**config.mk**
```make
export PLATFORM = sky130hd
export DESIGN_NAME = swsc_spread
export DESIGN_NICKNAME = d
export VERILOG_FILES = /design/src/hdl/swsc_pkg.sv /design/src/hdl/swsc_spread.sv
export SDC_FILE = /design/constraint.sdc
export NUM_CORES = 1
export LEC_CHECK = 0
export ABC_CLOCK_PERIOD_IN_PS = 11100
export BUFFER_PORTS_ARGS = -buffer_cell sky130_fd_sc_hd__buf_2
export CORE_UTILIZATION = 45
export DETAILED_ROUTE_END_ITERATION = 16
export PLACE_DENSITY = 0.77
export SYNTH_ARGS = -nofsm -noshare
export SYNTH_HDL_FRONTEND = slang
export SYNTH_SLANG_ARGS = --single-unit
export TNS_END_PERCENT = 20
```
**constraint.sdc**
```tcl
create_clock -name vclk -period 11.1
set_clock_uncertainty 0.15 [all_clocks]
set_input_delay 0.555 -clock vclk [all_inputs]
set_output_delay 0.555 -clock vclk [all_outputs]
set_load 0.02 [all_outputs]
```
**src/hdl/swsc_pkg.sv**
```systemverilog
// shared types and constants of the sliding window spread counter
package swsc_pkg;

  localparam int unsigned SAMPLE_W = 32;
  localparam int unsigned LIMIT_W  = 32;
  localparam int unsigned LEN_W    = 11;
  localparam int unsigned TOTAL_W  = 48;

  localparam logic [TOTAL_W-1:0] TOTAL_MAX = {TOTAL_W{1'b1}};

  // input transaction
  typedef struct packed {
    logic signed [SAMPLE_W-1:0] sample;
    logic                       start_req;
  } in_t;

  // output transaction
  typedef struct packed {
    logic [LEN_W-1:0]   window_length;
    logic [TOTAL_W-1:0] running_total;
    logic               capped;
  } out_t;

  // top-of-stack summary: running min and max, valid when the stack is not empty
  typedef struct packed {
    logic                       valid;
    logic signed [SAMPLE_W-1:0] lo;
    logic signed [SAMPLE_W-1:0] hi;
  } top_t;

endpackage

```
**src/hdl/swsc_spread.sv**
```systemverilog
// spread check over the two stack tops against the limit
module swsc_spread (
  input  swsc_pkg::top_t                  front_i,
  input  swsc_pkg::top_t                  back_i,
  input  logic [swsc_pkg::LIMIT_W-1:0]    limit_i,
  output logic                            good_o
);
  import swsc_pkg::*;

  logic signed [SAMPLE_W-1:0] hi;
  logic signed [SAMPLE_W-1:0] lo;
  logic signed [SAMPLE_W:0]   diff;

  // merge the two tops, an empty stack takes no part
  always_comb begin
    hi = front_i.hi;
    lo = front_i.lo;
    if (back_i.valid) begin
      if (!front_i.valid || back_i.hi > hi) begin
        hi = back_i.hi;
      end
      if (!front_i.valid || back_i.lo < lo) begin
        lo = back_i.lo;
      end
    end
  end

  // exact 33-bit spread, never negative while a stack holds samples
  assign diff = $signed({hi[SAMPLE_W-1], hi}) - $signed({lo[SAMPLE_W-1], lo});

  assign good_o = !(front_i.valid || back_i.valid) ||
                  (diff[SAMPLE_W:0] <= {1'b0, limit_i});

endmodule

```
* Word-level counts from Yosys, hierarchy flattened
Index checks and enable logic that the tools add are counted.
** Word-level totals
- Flip-flop bits (word level) :: 0
- Logic and storage cells :: 14
** Cells by class
- $add $sub $neg :: 1
- Order comparisons :: 3
- Mux-type cells :: 4
- Reduce and logical (&&, ||, !) cells :: 6
** Operators with widths (count)
- 32-bit two-way mux :: 4
- 33-bit by 32-bit <= comparator with 1-bit output :: 1
- 32-bit by 32-bit subtractor with 33-bit output :: 1
- 32-bit greater-than comparator :: 1
- 32-bit less-than comparator :: 1
- 1-bit logical OR :: 4
- 1-bit zero test :: 2

* Longest topological paths before layout
- Word-level depth :: 7
- Mapped depth :: 31
- Mapped depth without buffers :: 30

* Worst setup path after synthesis
No wires, ideal clock.
- Path kind :: input -> output
- Start point :: input front_i[31] in the netlist's numbering
- End point :: output good_o
- Data arrival time :: 6648 ps
- Path slack :: 3747 ps
- Stages :: 30
- Cell sequence :: inv_1 -> ha_1 -> nand4_1 -> nor4_1 -> nand3_1 -> or3_1 -> a21oi_1 -> o31ai_1 -> a31oi_2 -> buf_4 -> mux2_2 -> ha_1 -> buf_6 -> a211o_1 -> and3_1 -> or4_1 -> a221o_1 -> o41ai_4 -> o21bai_1 -> a21oi_1 -> xnor2_1 -> ha_1 -> a21o_1 -> a21o_1 -> a211oi_1 -> o22ai_1 -> nor4_1 -> o21ai_0 -> a21oi_1 -> o211a_1
** Between the ends
- Longest elaborated chain between the ends :: 7
** Ends and longest elaborated chain
- start, declared :: line swsc_spread.sv:3 : input swsc_pkg::top_t front_i,
- 32-bit greater-than comparator :: line swsc_spread.sv:19 : if (!front_i.valid || back_i.hi > hi) begin
- 1-bit logical OR :: line swsc_spread.sv:19
- 32-bit two-way mux :: line swsc_spread.sv:19
- 32-bit two-way mux (*) :: line swsc_spread.sv:18 : if (back_i.valid) begin
- 32-bit by 32-bit subtractor with 33-bit output (*) :: line swsc_spread.sv:29 : assign diff = $signed({hi[SAMPLE_W-1], hi}) - $signed({lo[SAMPLE_W-1], lo});
- 33-bit by 32-bit <= comparator with 1-bit output (*) :: line swsc_spread.sv:32 : (diff[SAMPLE_W:0] <= {1'b0, limit_i});
- 1-bit logical OR (*) :: line swsc_spread.sv:31 : assign good_o = !(front_i.valid || back_i.valid) ||
- end, declared :: line swsc_spread.sv:6 : output logic good_o
Mark *: on every way between the ends. The rest lies on a longest branch, timed or not.

* Worst setup path after layout
Same ends and word-level chain as after synthesis.

==> reports/results.ini <==
[critical_path]
path_class=input pin to output pin
endpoint_kind=output pin
cp.arrival_ns=7.84
required_ns=10.40
slowest_stage=a31oi_4
start_kind=input pin
max_stage_delay_ns=0.62
crit_fanout=19

[timing]
setup_viol=0
fin_ws_ns=2.553
maxClockFrequency_mhz=117.0
drv_slew=0
post-route-period-util_pct=77.00
relSlewSlack_pct=51.62
tightest_slew_ns=0.7240
period_needed_ns=8.547
rsz0062_at_grt=false
final.setup.tns_ns=0
final_hold_viol_count=0

[cells_and_area]
regArea_um2=0
finish.instance_area_um2=5712
drive_above_1_share_pct=26.32
fin_cells=915
diodes=0
syn2layout_area_growth_pct=20.29
seq_cell_count=0
fin_nets=1071
clock_buffers=0

[synth]
netlist_top_cells_area=ha_1 (33%), inv_1 (8.3%), mux2_2 (7.6%)
syn_area_um2=4748
synth_top_area_cell=ha_1
syn-num-nets=913
synth_cell_types=58
synth.avg_cell_area_um2=7.622
synth_top_area_share_pct=33.47
synthCells=623
synth_warnings=0
seq_area_frac_synth_pct=0

[power_and_ir_drop]
finalPower_uw=444.2
p_per_area_nw_per_um2=77.77
p_leak_uw=0.003265
ir_drop_mv=0.03266

[detailed_routing]
ant_nets=0
drt_iter0_markers=198
dr_total_vias=5040
drt-vias-per-instance=5.508
drtPass1Iterations=6
routedWlPerCell_um=14.69
drt_wl_total_um=13450
drc_errors=0

[clock_tree]
hold_buffers=0
ctsResizeCount=0
post_cts_buffers=0

[global_routing]
track_usage_pct=24.53
overflow=0
grt_pass1_wl_um=22430
grt_max_degree=20
grt_pass1_vias=4987
antenna_found_initial=0

[placed_design]
gp_congestion=0.9086
dp_cells=915
portBuffers=163
placed_cell_area_um2=5712
pre_cts_ws_ns=2.592
hpwl_um=12090

[die]
die_area_um2=10970
dieWidth_um=104.7
rows=37
start_util_pct=46.20
ioPinCount=163
die_y_um=104.7
core-area_um2=10280

[worst_hold_path]
hold-path-cell-count=4
hold_class=input pin to output pin
hold_path_end=good_o
worstHoldStart=back_i[64]

[outcome]
status=complete, no violations

[run]
drv_cap=0

==> metrics by stage <==
step,util [%],hold WS (ns)
floorplan,-,1.271
global placement,55.58,1.517
detailed placement,55.58,1.524
CTS,55.58,1.528
global route,55.58,1.566
finish,55.58,1.523
==> worst max-delay path by stage <==
| stage | from | end | slack (ns) | cells after the start |
|---|---|---|---|---|
| after floorplan | front_i[31] | good_o | 3.75 | 30 |
| after CTS | front_i[31] | good_o | 2.56 | 30 |
| after global routing | front_i[31] | good_o | 1.99 | 32 |
| after global placement | front_i[31] | good_o | 2.64 | 30 |
| after detailed placement | front_i[31] | good_o | 2.59 | 30 |
| final | front_i[31] | good_o | 2.55 | 30 |
==> power breakdown <==
group | switching [uW] | total (uW) | internal (uW)
Sequential | 0 | 0 | 0
Combinational | 238 | 444 | 206
Clock | 0 | 0 | 0
==> placed cells by master, fill, tap and decap left out, types with 8 or more instances in the layout <==
| master | Yosys | layout |
|---|---|---|
| buf_2 | 4 | 163 |
| mux2_2 | 32 | 32 |
| nand4_1 | 18 | 18 |
| ha_1 | 127 | 127 |
| xor2_1 | 10 | 10 |
| nor3_1 | 9 | 9 |
| a21oi_1 | 52 | 51 |
| xnor2_1 | 15 | 15 |
| mux2i_1 | 34 | 34 |
| inv_1 | 105 | 105 |
| nand3_1 | 8 | 8 |
| nand2b_1 | 9 | 9 |
| o21ai_0 | 31 | 31 |
| a21o_1 | 33 | 33 |
| nand2_1 | 26 | 26 |
| nor2_1 | 23 | 23 |
==> area by class of cell <==
class | instances | area (um2)
fill | 996 | 4566
multi-input combinational | 509 | 4317
inverter | 105 | 394.1
timing repair buffer | 165 | 830.8
tap | 136 | 170.2
==> Yosys cell counts (2+ instances only) <==
cell type  count
a211oi_1       7
inv_1        105
nand2b_1       9
xor2_1        10
o21ai_0       31
nand2_1       26
a2111oi_0      3
nand3_1        8
buf_2          4
o21a_1         7
ha_1         127
nor2b_1        6
and3_1         6
a21oi_1       52
nand4_1       18
xnor2_1       15
a221o_1        2
or4_1          2
buf_4          3
o21bai_1       2
a311oi_1       2
nor4_1         4
a221oi_1       3
nor3_1         9
or3_1          4
o31ai_1        4
mux2_2        32
and4_1         2
nand3b_1       4
nor2_1        23
mux2i_1       34
a21o_1        33
==> critical path, delay by kind of cell <==
family / cells / cell delay (ns)
compound gates: 14 / 3.16
simple gates: 7 / 2.08
mux: 1 / 0.37
xor+xnor: 1 / 0.09
fa+ha+maj: 3 / 0.90
buf+inv: 4 / 0.66
==> routing by layer <==
| metal | wire, um | GRT usage, % | vias to the layer above | part of all wire [%] |
|---|---|---|---|---|
| met5 | 0 | 0 | - | 0 |
| met4 | 241 | 4.024 | 0 | 1.8 |
| met3 | 684 | 1.560 | 23 | 5.1 |
| met2 | 6349 | 45.22 | 148 | 47 |
| met1 | 6169 | 31.49 | 2279 | 46 |
| li1 | - | - | 2590 | - |
==> cells by family after synthesis <==
logic type | Yosys count | share of synthesized area [%]
xor+xnor | 25 | 4.611
buf+inv | 114 | 9.512
fa+ha+maj | 128 | 33.89
compound gates | 165 | 23.29
mux | 67 | 15.07
simple gates | 124 | 13.62
No activity file was read; power rests on OpenSTA's default activity.
